## src/hdl/gdn_pkg.sv

```systemverilog
// ----------------------------------------------------------------------------
// gdn_pkg
// Shared types, calendar constants and helpers for the Gregorian date and
// day number converter: micro-op codes, control word and condition flags.
// ----------------------------------------------------------------------------
package gdn_pkg;

    // calendar limits
    localparam int MAX_YEAR  = 9999;
    localparam int DAYS_400Y = 146097;
    localparam int DAYS_100Y = 36524;
    localparam int DAYS_4Y   = 1461;
    localparam int DAYS_1Y   = 365;

    // first day number past MAX_YEAR-12-31
    localparam int MAX_DAYS = MAX_YEAR * DAYS_1Y + MAX_YEAR / 4 - MAX_YEAR / 100
                              + MAX_YEAR / 400;

    // field widths
    localparam int NUM_W  = 22;
    localparam int YEAR_W = 14;
    localparam int MON_W  = 4;
    localparam int DAY_W  = 5;
    localparam int ADDR_W = 5;
    localparam int PEEL_W = 4;

    typedef logic [ADDR_W-1:0] t_addr;
    typedef logic [PEEL_W-1:0] t_peel;

    // datapath operations, one per microcode step
    typedef enum logic [3:0] {
        OP_NOP,
        OP_YDIV,
        OP_YLEAP,
        OP_DCHK,
        OP_DP100,
        OP_DP400,
        OP_DADDQ,
        OP_DMON,
        OP_NCHK,
        OP_PEEL,
        OP_NMON,
        OP_NDAY,
        OP_FIN
    } t_op;

    // jump conditions
    typedef enum logic [2:0] {
        C_NEXT,
        C_ALWAYS,
        C_FUNC1,
        C_DBAD,
        C_NBAD
    } t_cnd;

    typedef struct packed {
        t_op   op;
        t_cnd  cnd;
        t_addr target;
        t_peel peel;
    } t_cword;

    typedef struct packed {
        logic func1;
        logic date_bad;
        logic num_bad;
    } t_flags;

    // month lengths of a common year
    localparam logic [DAY_W-1:0] MONTH_LEN [12] = '{
        5'd31, 5'd28, 5'd31, 5'd30, 5'd31, 5'd30,
        5'd31, 5'd31, 5'd30, 5'd31, 5'd30, 5'd31
    };

    // days before the first of each month in a common year
    localparam logic [8:0] CUM_BEFORE [12] = '{
        9'd0, 9'd31, 9'd59, 9'd90, 9'd120, 9'd151,
        9'd181, 9'd212, 9'd243, 9'd273, 9'd304, 9'd334
    };

    // restoring peel steps: span in days and the years it stands for
    localparam logic [NUM_W-1:0] PEEL_DAYS [16] = '{
        NUM_W'(DAYS_400Y * 16), NUM_W'(DAYS_400Y * 8), NUM_W'(DAYS_400Y * 4),
        NUM_W'(DAYS_400Y * 2), NUM_W'(DAYS_400Y),
        NUM_W'(DAYS_100Y * 2), NUM_W'(DAYS_100Y),
        NUM_W'(DAYS_4Y * 16), NUM_W'(DAYS_4Y * 8), NUM_W'(DAYS_4Y * 4),
        NUM_W'(DAYS_4Y * 2), NUM_W'(DAYS_4Y),
        NUM_W'(DAYS_1Y * 2), NUM_W'(DAYS_1Y),
        NUM_W'(0), NUM_W'(0)
    };

    localparam logic [YEAR_W-1:0] PEEL_YEARS [16] = '{
        14'd6400, 14'd3200, 14'd1600, 14'd800, 14'd400,
        14'd200, 14'd100,
        14'd64, 14'd32, 14'd16, 14'd8, 14'd4,
        14'd2, 14'd1,
        14'd0, 14'd0
    };

    // x / 100 by reciprocal, exact for x below 43699
    function automatic logic [7:0] div100(input logic [YEAR_W-1:0] x);
        logic [26:0] prod;
        prod = 27'(x) * 27'd5243;
        return prod[26:19];
    endfunction

endpackage

```

## src/hdl/gdn_useq.sv

```systemverilog
// ----------------------------------------------------------------------------
// gdn_useq
// Microcode sequencer: step counter, control store and conditional jumps.
// ----------------------------------------------------------------------------
module gdn_useq (
    input  logic            i_clk,
    input  logic            i_rst_n,
    input  logic            i_go,
    input  gdn_pkg::t_flags i_flags,
    output gdn_pkg::t_cword o_cw,
    output logic            o_busy
);

    localparam gdn_pkg::t_addr A_NUM = 5'd8;
    localparam gdn_pkg::t_addr A_FIN = 5'd27;

    logic           r_run;
    gdn_pkg::t_addr r_pc;
    gdn_pkg::t_cword w_rom;
    logic           w_jump;

    function automatic gdn_pkg::t_cword cw(input gdn_pkg::t_op op, input gdn_pkg::t_cnd cnd,
                                           input gdn_pkg::t_addr tgt,
                                           input gdn_pkg::t_peel idx);
        gdn_pkg::t_cword w;
        w.op     = op;
        w.cnd    = cnd;
        w.target = tgt;
        w.peel   = idx;
        return w;
    endfunction

    // control store
    always_comb begin
        unique case (r_pc)
            5'd0:  w_rom = cw(gdn_pkg::OP_NOP,   gdn_pkg::C_FUNC1,  A_NUM, 4'd0);
            5'd1:  w_rom = cw(gdn_pkg::OP_YDIV,  gdn_pkg::C_NEXT,   A_FIN, 4'd0);
            5'd2:  w_rom = cw(gdn_pkg::OP_YLEAP, gdn_pkg::C_NEXT,   A_FIN, 4'd0);
            5'd3:  w_rom = cw(gdn_pkg::OP_DCHK,  gdn_pkg::C_DBAD,   A_FIN, 4'd0);
            5'd4:  w_rom = cw(gdn_pkg::OP_DP100, gdn_pkg::C_NEXT,   A_FIN, 4'd0);
            5'd5:  w_rom = cw(gdn_pkg::OP_DP400, gdn_pkg::C_NEXT,   A_FIN, 4'd0);
            5'd6:  w_rom = cw(gdn_pkg::OP_DADDQ, gdn_pkg::C_NEXT,   A_FIN, 4'd0);
            5'd7:  w_rom = cw(gdn_pkg::OP_DMON,  gdn_pkg::C_ALWAYS, A_FIN, 4'd0);
            5'd8:  w_rom = cw(gdn_pkg::OP_NCHK,  gdn_pkg::C_NBAD,   A_FIN, 4'd0);
            5'd9:  w_rom = cw(gdn_pkg::OP_PEEL,  gdn_pkg::C_NEXT,   A_FIN, 4'd0);
            5'd10: w_rom = cw(gdn_pkg::OP_PEEL,  gdn_pkg::C_NEXT,   A_FIN, 4'd1);
            5'd11: w_rom = cw(gdn_pkg::OP_PEEL,  gdn_pkg::C_NEXT,   A_FIN, 4'd2);
            5'd12: w_rom = cw(gdn_pkg::OP_PEEL,  gdn_pkg::C_NEXT,   A_FIN, 4'd3);
            5'd13: w_rom = cw(gdn_pkg::OP_PEEL,  gdn_pkg::C_NEXT,   A_FIN, 4'd4);
            5'd14: w_rom = cw(gdn_pkg::OP_PEEL,  gdn_pkg::C_NEXT,   A_FIN, 4'd5);
            5'd15: w_rom = cw(gdn_pkg::OP_PEEL,  gdn_pkg::C_NEXT,   A_FIN, 4'd6);
            5'd16: w_rom = cw(gdn_pkg::OP_PEEL,  gdn_pkg::C_NEXT,   A_FIN, 4'd7);
            5'd17: w_rom = cw(gdn_pkg::OP_PEEL,  gdn_pkg::C_NEXT,   A_FIN, 4'd8);
            5'd18: w_rom = cw(gdn_pkg::OP_PEEL,  gdn_pkg::C_NEXT,   A_FIN, 4'd9);
            5'd19: w_rom = cw(gdn_pkg::OP_PEEL,  gdn_pkg::C_NEXT,   A_FIN, 4'd10);
            5'd20: w_rom = cw(gdn_pkg::OP_PEEL,  gdn_pkg::C_NEXT,   A_FIN, 4'd11);
            5'd21: w_rom = cw(gdn_pkg::OP_PEEL,  gdn_pkg::C_NEXT,   A_FIN, 4'd12);
            5'd22: w_rom = cw(gdn_pkg::OP_PEEL,  gdn_pkg::C_NEXT,   A_FIN, 4'd13);
            5'd23: w_rom = cw(gdn_pkg::OP_YDIV,  gdn_pkg::C_NEXT,   A_FIN, 4'd0);
            5'd24: w_rom = cw(gdn_pkg::OP_YLEAP, gdn_pkg::C_NEXT,   A_FIN, 4'd0);
            5'd25: w_rom = cw(gdn_pkg::OP_NMON,  gdn_pkg::C_NEXT,   A_FIN, 4'd0);
            5'd26: w_rom = cw(gdn_pkg::OP_NDAY,  gdn_pkg::C_NEXT,   A_FIN, 4'd0);
            default: w_rom = cw(gdn_pkg::OP_FIN, gdn_pkg::C_NEXT,   A_FIN, 4'd0);
        endcase
    end

    // jump decision
    always_comb begin
        case (w_rom.cnd)
            gdn_pkg::C_ALWAYS: w_jump = 1'b1;
            gdn_pkg::C_FUNC1:  w_jump = i_flags.func1;
            gdn_pkg::C_DBAD:   w_jump = i_flags.date_bad;
            gdn_pkg::C_NBAD:   w_jump = i_flags.num_bad;
            default:           w_jump = 1'b0;
        endcase
    end

    // idle sequencer issues no-ops
    always_comb begin
        o_cw = w_rom;
        if (!r_run) begin
            o_cw.op = gdn_pkg::OP_NOP;
        end
    end

    assign o_busy = r_run;

    // step counter
    always_ff @(posedge i_clk) begin
        if (!i_rst_n) begin
            r_run <= 1'b0;
            r_pc  <= '0;
        end else if (i_go) begin
            r_run <= 1'b1;
            r_pc  <= '0;
        end else if (r_run) begin
            if (w_rom.op == gdn_pkg::OP_FIN) begin
                r_run <= 1'b0;
            end else if (w_jump) begin
                r_pc <= w_rom.target;
            end else begin
                r_pc <= r_pc + 5'd1;
            end
        end
    end

endmodule

```

## src/hdl/gregorian_day_number_converter_top.sv

```systemverilog
// ----------------------------------------------------------------------------
// gregorian_day_number_converter_top
// Proleptic Gregorian date to day number and back, microcoded datapath.
// ----------------------------------------------------------------------------
// A start beat is taken while busy is low. Date to number runs 9 sequencer
// steps (5 for a rejected date); number to date runs 21 steps (3 for a number
// past the last day), most of them the fourteen restoring subtraction steps
// that peel 400, 100, 4 and 1 year spans off the day number. The result shows
// on the o_ ports for one cycle with o_strobe, in the cycle after the last step;
// the receiver cannot stall it. busy drops as the strobe rises, so the next
// start may be given in the strobe cycle. Invalid input gives all zeros with
// o_valid_res low. No clearing pass follows reset.
module gregorian_day_number_converter_top (
    input  logic        i_clk,
    input  logic        i_rst_n,
    input  logic        start,
    output logic        busy,
    input  logic        i_func,
    input  logic [21:0] i_day_number,
    input  logic [13:0] i_year,
    input  logic [3:0]  i_month,
    input  logic [4:0]  i_day,
    output logic        o_strobe,
    output logic [21:0] o_number_out,
    output logic [13:0] o_year_out,
    output logic [3:0]  o_month_out,
    output logic [4:0]  o_day_out,
    output logic        o_leap_out,
    output logic        o_valid_res
);

    logic                        w_go;
    gdn_pkg::t_cword             w_cw;
    gdn_pkg::t_flags             w_flags;

    // working registers
    logic                        r_func;
    logic [gdn_pkg::NUM_W-1:0]   r_num;
    logic [gdn_pkg::NUM_W-1:0]   r_t;
    logic [gdn_pkg::YEAR_W-1:0]  r_y;
    logic [gdn_pkg::MON_W-1:0]   r_m;
    logic [gdn_pkg::DAY_W-1:0]   r_d;
    logic [7:0]                  r_q;
    logic                        r_leap;
    logic                        r_ok;

    // result registers
    logic                        r_strobe;
    logic [gdn_pkg::NUM_W-1:0]   r_num_o;
    logic [gdn_pkg::YEAR_W-1:0]  r_y_o;
    logic [gdn_pkg::MON_W-1:0]   r_m_o;
    logic [gdn_pkg::DAY_W-1:0]   r_d_o;
    logic                        r_leap_o;
    logic                        r_ok_o;

    logic [gdn_pkg::YEAR_W-1:0]  w_p;
    logic [gdn_pkg::YEAR_W-1:0]  w_hund;
    logic                        w_m_ok;
    logic [3:0]                  w_midx;
    logic                        w_adj;
    logic [gdn_pkg::DAY_W:0]     w_mlen;
    logic                        w_date_ok;
    logic                        w_num_ok;
    logic [gdn_pkg::NUM_W-1:0]   w_peel_days;
    logic [3:0]                  w_mcount;
    logic [8:0]                  w_doy_base;

    assign w_go = start && !busy;

    gdn_useq u_useq (
        .i_clk   (i_clk),
        .i_rst_n (i_rst_n),
        .i_go    (w_go),
        .i_flags (w_flags),
        .o_cw    (w_cw),
        .o_busy  (busy)
    );

    // year arithmetic
    assign w_p    = r_y - 14'd1;
    assign w_hund = 14'(r_q) * 14'd100;

    // month lookup with leap correction past february
    assign w_m_ok = (r_m >= 4'd1) && (r_m <= 4'd12);
    assign w_midx = w_m_ok ? (r_m - 4'd1) : 4'd0;
    assign w_adj  = r_leap && (r_m > 4'd2);
    assign w_mlen = 6'(gdn_pkg::MONTH_LEN[w_midx]) + 6'(r_leap && (r_m == 4'd2));
    assign w_doy_base = gdn_pkg::CUM_BEFORE[w_midx] + 9'(w_adj);

    // input range checks
    assign w_date_ok = (r_y >= 14'd1) && (r_y <= 14'(gdn_pkg::MAX_YEAR)) && w_m_ok
                       && (r_d >= 5'd1) && (6'(r_d) <= w_mlen);
    assign w_num_ok  = r_num < 22'(gdn_pkg::MAX_DAYS);

    assign w_flags.func1    = r_func;
    assign w_flags.date_bad = !w_date_ok;
    assign w_flags.num_bad  = !w_num_ok;

    assign w_peel_days = gdn_pkg::PEEL_DAYS[w_cw.peel];

    // month of the day of year: count month ends already passed
    always_comb begin
        w_mcount = 4'd1;
        for (int j = 1; j < 12; j++) begin
            if (r_t[8:0] >= (gdn_pkg::CUM_BEFORE[j] + 9'(r_leap && (j >= 2)))) begin
                w_mcount = w_mcount + 4'd1;
            end
        end
    end

    // datapath driven by the control word
    always_ff @(posedge i_clk) begin
        if (w_go) begin
            r_func <= i_func;
            r_num  <= i_day_number;
            r_y    <= i_year;
            r_m    <= i_month;
            r_d    <= i_day;
        end else begin
            case (w_cw.op)
                gdn_pkg::OP_YDIV: begin
                    r_q <= gdn_pkg::div100(r_y);
                end
                gdn_pkg::OP_YLEAP: begin
                    r_leap <= (r_y == w_hund) ? (r_q[1:0] == 2'd0) : (r_y[1:0] == 2'd0);
                end
                gdn_pkg::OP_DCHK: begin
                    r_ok <= w_date_ok;
                end
                gdn_pkg::OP_DP100: begin
                    r_q   <= gdn_pkg::div100(w_p);
                    r_num <= 22'(w_p) * 22'(gdn_pkg::DAYS_1Y);
                end
                gdn_pkg::OP_DP400: begin
                    r_q   <= gdn_pkg::div100({2'b00, w_p[13:2]});
                    r_num <= r_num + 22'(w_p[13:2]) - 22'(r_q);
                end
                gdn_pkg::OP_DADDQ: begin
                    r_num <= r_num + 22'(r_q);
                end
                gdn_pkg::OP_DMON: begin
                    r_num <= r_num + 22'(w_doy_base) + 22'(r_d) - 22'd1;
                end
                gdn_pkg::OP_NCHK: begin
                    r_ok <= w_num_ok;
                    r_t  <= r_num;
                    r_y  <= 14'd1;
                end
                gdn_pkg::OP_PEEL: begin
                    if (r_t >= w_peel_days) begin
                        r_t <= r_t - w_peel_days;
                        r_y <= r_y + gdn_pkg::PEEL_YEARS[w_cw.peel];
                    end
                end
                gdn_pkg::OP_NMON: begin
                    r_m <= w_mcount;
                end
                gdn_pkg::OP_NDAY: begin
                    r_d <= 5'(r_t[8:0] - w_doy_base + 9'd1);
                end
                default: begin
                end
            endcase
        end
    end

    // result beat, zeroed when invalid
    always_ff @(posedge i_clk) begin
        if (!i_rst_n) begin
            r_strobe <= 1'b0;
        end else begin
            r_strobe <= (w_cw.op == gdn_pkg::OP_FIN);
        end
    end

    always_ff @(posedge i_clk) begin
        if (w_cw.op == gdn_pkg::OP_FIN) begin
            r_num_o  <= r_ok ? r_num : '0;
            r_y_o    <= r_ok ? r_y : '0;
            r_m_o    <= r_ok ? r_m : '0;
            r_d_o    <= r_ok ? r_d : '0;
            r_leap_o <= r_ok && r_leap;
            r_ok_o   <= r_ok;
        end
    end

    assign o_strobe     = r_strobe;
    assign o_number_out = r_num_o;
    assign o_year_out   = r_y_o;
    assign o_month_out  = r_m_o;
    assign o_day_out    = r_d_o;
    assign o_leap_out   = r_leap_o;
    assign o_valid_res  = r_ok_o;

    // checks
    a_strobe_idle: assert property (@(posedge i_clk) disable iff (!i_rst_n)
        o_strobe |-> !busy)
        else $error("result beat while sequencer busy");

    a_start_busy: assert property (@(posedge i_clk) disable iff (!i_rst_n)
        (start && !busy) |=> busy)
        else $error("accepted start did not raise busy");

    a_invalid_zero: assert property (@(posedge i_clk) disable iff (!i_rst_n)
        (o_strobe && !o_valid_res) |-> (o_number_out == 22'd0 && o_year_out == 14'd0
            && o_month_out == 4'd0 && o_day_out == 5'd0 && !o_leap_out))
        else $error("invalid result not cleared");

    a_valid_date: assert property (@(posedge i_clk) disable iff (!i_rst_n)
        (o_strobe && o_valid_res) |-> (o_month_out >= 4'd1 && o_month_out <= 4'd12
            && o_day_out >= 5'd1 && o_year_out >= 14'd1))
        else $error("valid result carries an impossible date");

endmodule
```

## config.mk

```make
export PLATFORM = sky130hd
export DESIGN_NAME = gregorian_day_number_converter_top
export DESIGN_NICKNAME = d
export VERILOG_FILES = /design/src/hdl/gdn_pkg.sv /design/src/hdl/gdn_useq.sv /design/src/hdl/gregorian_day_number_converter_top.sv
export SDC_FILE = /design/constraint.sdc
export NUM_CORES = 1
export LEC_CHECK = 0
export ABC_AREA = 1
export BUFFER_PORTS_ARGS = -buffer_cell sky130_fd_sc_hd__buf_4
export CAP_MARGIN = 30
export CELL_PAD_IN_SITES_DETAIL_PLACEMENT = 0
export CELL_PAD_IN_SITES_GLOBAL_PLACEMENT = 1
export CORE_ASPECT_RATIO = 1.75
export CORE_MARGIN = 2
export CORE_UTILIZATION = 53
export CTS_CLUSTER_SIZE = 30
export DETAILED_ROUTE_END_ITERATION = 8
export GPL_TIMING_DRIVEN = 1
export PLACE_DENSITY_LB_ADDON = 0.1
export SYNTH_ARGS = -nofsm -noshare
export SYNTH_HDL_FRONTEND = slang
export SYNTH_SLANG_ARGS = --single-unit
```

## constraint.sdc

```tcl
create_clock -name i_clk -period 15.73 [get_ports i_clk]
set_input_delay 3.146 -clock i_clk [delete_from_list [all_inputs] [get_ports i_clk]]
set_output_delay 3.146 -clock i_clk [all_outputs]
set_load 0.005 [all_outputs]
```

==> results of run 1 <==
[worst min-delay path: cells and delay by family, from the launching register on]
kind | cells | cell delay (ps)
buffers and inverters | 1 | 50
DFF | 1 | 380
and+or+nand+nor | 1 | 60
[synthesized netlist by cell type, drive strengths merged, types with 2 or more instances]
library cell,count
o22ai,14
a31oi,25
ha,508
edfxtp,125
nand4,29
nor2,211
a32o,2
nor3b,2
or2,25
inv,779
nor3,31
o31ai,15
o211ai,20
a22o,3
clkbuf,27
a21o,9
nand3b,2
o21a,11
a211oi,5
a2111oi,2
nor4,11
nand3,124
buf,3
o2111ai,6
o221ai,6
clkinv,3
nand2,598
xnor2,36
fa,236
xor2,56
and2,2
a221oi,3
a31o,4
dfxtp,19
o21ai,209
a41oi,3
a21oi,200
o21bai,11
a21boi,6
[sequential cells by signal, summed over array words and instances, names as in the netlist]
| name | count |
|---|---|
| o_number_out | 22 |
| r_num | 22 |
| r_t | 22 |
| o_year_out | 14 |
| r_y | 14 |
| u_useq.w_rom | 12 |
| r_q | 8 |
| o_day_out | 5 |
| r_d | 5 |
| u_useq.r_pc | 5 |
| o_month_out | 4 |
| r_m | 4 |
| o_leap_out | 1 |
| o_strobe | 1 |
| o_valid_res | 1 |
| r_func | 1 |
| r_leap | 1 |
| r_ok | 1 |
| u_useq.o_busy | 1 |
[worst max path at each step]
stage / cells past startpoint / endpoint / from
after global placement: 25 / r_q[0]$_DFFE_PP_ / r_y[0]$_DFFE_PP_
after detailed placement: 25 / r_q[0]$_DFFE_PP_ / r_y[0]$_DFFE_PP_
after floorplan: 27 / r_q[0]$_DFFE_PP_ / r_y[2]$_DFFE_PP_
after CTS: 25 / r_q[0]$_DFFE_PP_ / r_y[0]$_DFFE_PP_
after global routing: 29 / r_q[5]$_DFFE_PP_ / r_y[0]$_DFFE_PP_
final: 25 / r_q[0]$_DFFE_PP_ / r_y[0]$_DFFE_PP_
[logic make-up after synthesis]
logic type / synth area share (%)
compound gates: 11.9
flops: 15.5
simple gates: 16.5
buf+inv: 11.4
mux: 0.0375
xor+xnor: 3.02
fa+ha+maj: 41.6
[final cells by class]
type                       instances  area [um2]
tap                              660         826
fill                            4723       20700
sequential                       144        4130
multi-input combinational       2430       19500
timing repair buffer             121         928
clock inverter                    15         160
clock buffer                      17         425
inverter                         782        2940
[routing by layer]
metal  vias up  track usage [%]  routed length, um
li1      11148                -                  -
met1     11156             34.0              30200
met5         -                0                  0
met4         0             17.5               4710
met3       212             2.34               2540
met2       598             62.8              44700
[metrics by stage]
stage          utilization (%)  area [um2]
2_1_floorplan                -       26700
3_3_place_gp              57.1       28300
3_5_place_dp              57.1       28300
4_1_cts                   58.3       28900
5_1_grt                   58.3       28900
6_report                  58.3       28900
==> summary.txt, run 1 <==
Outcome = finished, final reports clean
Area leader, netlist = ha_1
RR Endpoint = r_q[0]$_DFFE_PP_
Num CTS Buffers = 17
Dpl hpwl = 70100 um
Die Area = 52200 um2
Most common cell after layout, fill and taps aside = inv_1
# DRC = 0
RSZ-0062 raised after global routing = no
Largest cells by area after synthesis = ha_1 (24%), fa_1 (18%), edfxtp_1 (14%)
Achievable frequency = 126 MHz
Vias in the first global route = 24.3k
Cts hold-fix bufs = 0
Post-Route Setup TNS = 0 ps
Final setup margin = 7810 ps
Fin nets = 4289
Critical Path Slowest Stage Cell = xor2_1
PortBufs = 97
# setup viols final = 0
Total routed wirelength = 82100 um
Critical path arrival = 8150 ps
Clock Pin Slew Worst Setup and Hold Paths = 80 ps
Final slew viol count = 0
Final estimated routing congestion in global placement = 0.953
Antenna diodes = 0
Vias/cell = 5.54
Critical-path maximum fanout = 12
Total gr overflow = 0
R2r setup slk = 7810 ps
Largest net degree at the start of global routing = 55
Top cell type's share of synthesized area = 23.8%
Register area share after synthesis = 15.5%
CP endpoint kind = flip-flop
Rows = 108
WP data required = 15950 ps
Library cells used by synthesis = 57
Critical path type = flip-flop to flip-flop
Cts repair resizes = 0
Min Hold Slack = 583 ps
Most frequent CP cell = inv_1
Worst Hold Depth = 2
DRT iter0 DRCs = 1210
DRT Pass-1 Iters = 5
Final std cells w/o fill = 4169
Dpl ws = 7850 ps
Min-delay src = r_d[0]$_DFFE_PP_
Tightest Pin Transition = 1020 ps
Synth Register Bits = 144
Worst r2r src = r_y[0]$_DFFE_PP_
Hold Path Sink = o_day_out[0]$_SDFFCE_PN0P_
CTS tree = done
Dpl cells = 4137
Async S/R FF share, synth = 0%
Fin crit share = 50.4%
Post-Syn Nets = 4179
First-pass GRT wire length = 130000 um
Slew margin rel. = 31.7%
Worst-Skew Late Latency = 470 ps
CTS root buffer = clkbuf_16
Postcts setup bufs = 0
Synth Flop Type = edfxtp_1
Crit path max-delay family = adder cells
Slowest stage delay, CP = 840 ps
Initial Util = 53.8%
Longest Clk Path Bufs = 2
YS warnings = 0
Gate Count Post-Synth = 3386
Post-route antenna net violation count = 0
All-Layer GR Usage = 32.2%
Max-cap violations = 0
Clk_skew = 19.5 ps
Mapped Area = 26700 um2
CP bufs+invs = 6
Layout area overhead = 8.43%
Hold/Removal Path Class = flip-flop to flip-flop
WL/cell = 19.7 um
Die Height = 301 um
H-tree depth = 4
Fin. Hold Viols = 0
Initial antenna violation count = 0
Number of synthesized flops with an enable pin = 125
Die X = 174 um
Startpoint types = flip-flop
Crit path time final = 7920 ps
I/O pin count = 98
Most frequent cells in the layout = inv_1 (765), nand2_1 (570), ha_1 (508)
CTS sink count = 144
Mean Syn Cell Area = 7.88 um2
Core Box Area = 49600 um2
DR vias = 23.1k
Register-to-Register Path Depth = 25
Share of cells above drive strength 1 = 6.78%
Power of run 1 is left out: the tool's default activity adds up to more than one toggle a clock period on the data nets, which glitch-free logic cannot reach.
==> inputs of run 2 (changes only) <==
- CORE_UTILIZATION: 53 -> 49
- clock period: 15.73 -> 7.37 ns (I/O delays scaled with it)
==> summary.txt, run 2 (synthesized netlist as in run 1, its figures left out) <==
DRT Pass-1 Iters = 5
Post-DP Area = 28600 um2
Most frequent CP cell = nand2_1
Tightest Pin Transition = 1020 ps
All-Layer GR Usage = 30.4%
H-tree depth = 4
Vias in the first global route = 24.3k
CP bufs+invs = 6
RSZ-0062 raised after global routing = no
Dpl hpwl = 72300 um
Largest net degree at the start of global routing = 55
Achievable frequency = 144 MHz
Fin nets = 4324
Post-route antenna net violation count = 0
Hold/Removal Path Class = flip-flop to flip-flop
Fin. Hold Viols = 0
Critical Path Slowest Stage Cell = fa_1
Initial Util = 49.4%
Initial antenna violation count = 1
Critical path type = flip-flop to flip-flop
Core Box Area = 54000 um2
I/O pin count = 98
# setup viols final = 0
Die Area = 56400 um2
Crit path max-delay family = adder cells
Critical path arrival = 7150 ps
Startpoint types = flip-flop
Max-cap violations = 0
Dpl ws = 444 ps
Rows = 113
Crit path time final = 6940 ps
Fin crit share = 94.2%
WL/cell = 19.8 um
CTS tree = done
Clock Pin Slew Worst Setup and Hold Paths = 70 ps
Share of cells above drive strength 1 = 7.70%
CP endpoint kind = flip-flop
Num CTS Buffers = 17
Register area = 4130 um2
Outcome = finished, final reports clean
Total routed wirelength = 84000 um
First-pass GRT wire length = 132000 um
Final estimated routing congestion in global placement = 0.961
DRT iter0 DRCs = 983
Longest Clk Path Bufs = 2
CTS sink count = 144
Clk_skew = 13.7 ps
Final setup margin = 427 ps
DR vias = 22.9k
Vias/cell = 5.42
Fillers = 5264
PortBufs = 97
CTS root buffer = clkbuf_16
WP data required = 7580 ps
Post-Route Setup TNS = 0 ps
Worst-Skew Late Latency = 460 ps
Most frequent cells in the layout = inv_1 (765), nand2_1 (570), ha_1 (508)
# DRC = 0
Final slew viol count = 0
Cts repair resizes = 0
Final Cell Area = 29200 um2
Layout area overhead = 9.67%
Die Height = 313 um
Most common cell after layout, fill and taps aside = inv_1
Critical-path maximum fanout = 6
Area occupied by multi-input gates = 19500 um2
Slowest stage delay, CP = 650 ps
Total gr overflow = 0
Die X = 180 um
Slew margin rel. = 32.0%
[run 2: layout make-up]
cell class	instances	share of cell area (%)
Multi-Input combinational cell	2430	66.7
Sequential cell	144	14.1
Inverter	782	10.0
Timing Repair Buffer	156	4.09
Tap cell	690	2.95
Clock buffer	18	1.50
Clock inverter	14	0.612
Antenna cell	1	0.00856
[run 2: what timing repair did]
action,CTS,global route
buffers inserted,0,4
endpoints found under the setup margin,0,5
hold buffers,0,0
[run 2: worst reg2reg max path: stages, from the launching register on]
cell      delay [ps]
edfxtp_1         390
inv_1            230
ha_1             290
nand2_1          100
inv_1             70
nand2_1           90
nand2_1           90
nand2_1           70
xor2_1           500
inv_1            380
fa_1             650
inv_1             50
ha_1             330
fa_1             480
fa_1             540
inv_1             50
fa_1             530
inv_1             50
ha_1             310
nand2_1           90
nor4_1           400
nand2_1          100
o211ai_1         390
nand2_1          100
o211ai_1         120
xor2_1           170
o21ai_0           90
[run 2: final timing paths]
check	startpoint	endpoint	slack, ps	cells after the start
min	r_d[4]$_DFFE_PP_	o_day_out[4]$_SDFFCE_PN0P_	540	2
min reg2reg	r_d[4]$_DFFE_PP_	o_day_out[4]$_SDFFCE_PN0P_	540	2
max	r_y[6]$_DFFE_PP_	r_q[6]$_DFFE_PP_	430	26
max reg2reg	r_y[6]$_DFFE_PP_	r_q[6]$_DFFE_PP_	430	26
[run 2: routing by layer]
metal,wire length (um),part of all wire (%),track usage [%]
met1,30300,36,31.8
met3,2520,3.0,2.04
met4,5680,6.8,17.8
met5,0,0,0
met2,45600,54,58.8
[run 2: per-stage QoR]
step / hold WS, ps / util (%) / std cells
5_1_grt: 563 / 54.1 / 4234
6_report: 537 / 54.2 / 4235
4_1_cts: 538 / 54.1 / 4230
2_1_floorplan: 424 / - / 3386
3_5_place_dp: 521 / 52.9 / 4198
3_3_place_gp: 520 / 52.9 / 4196
Power of run 2 is left out for the same reason.
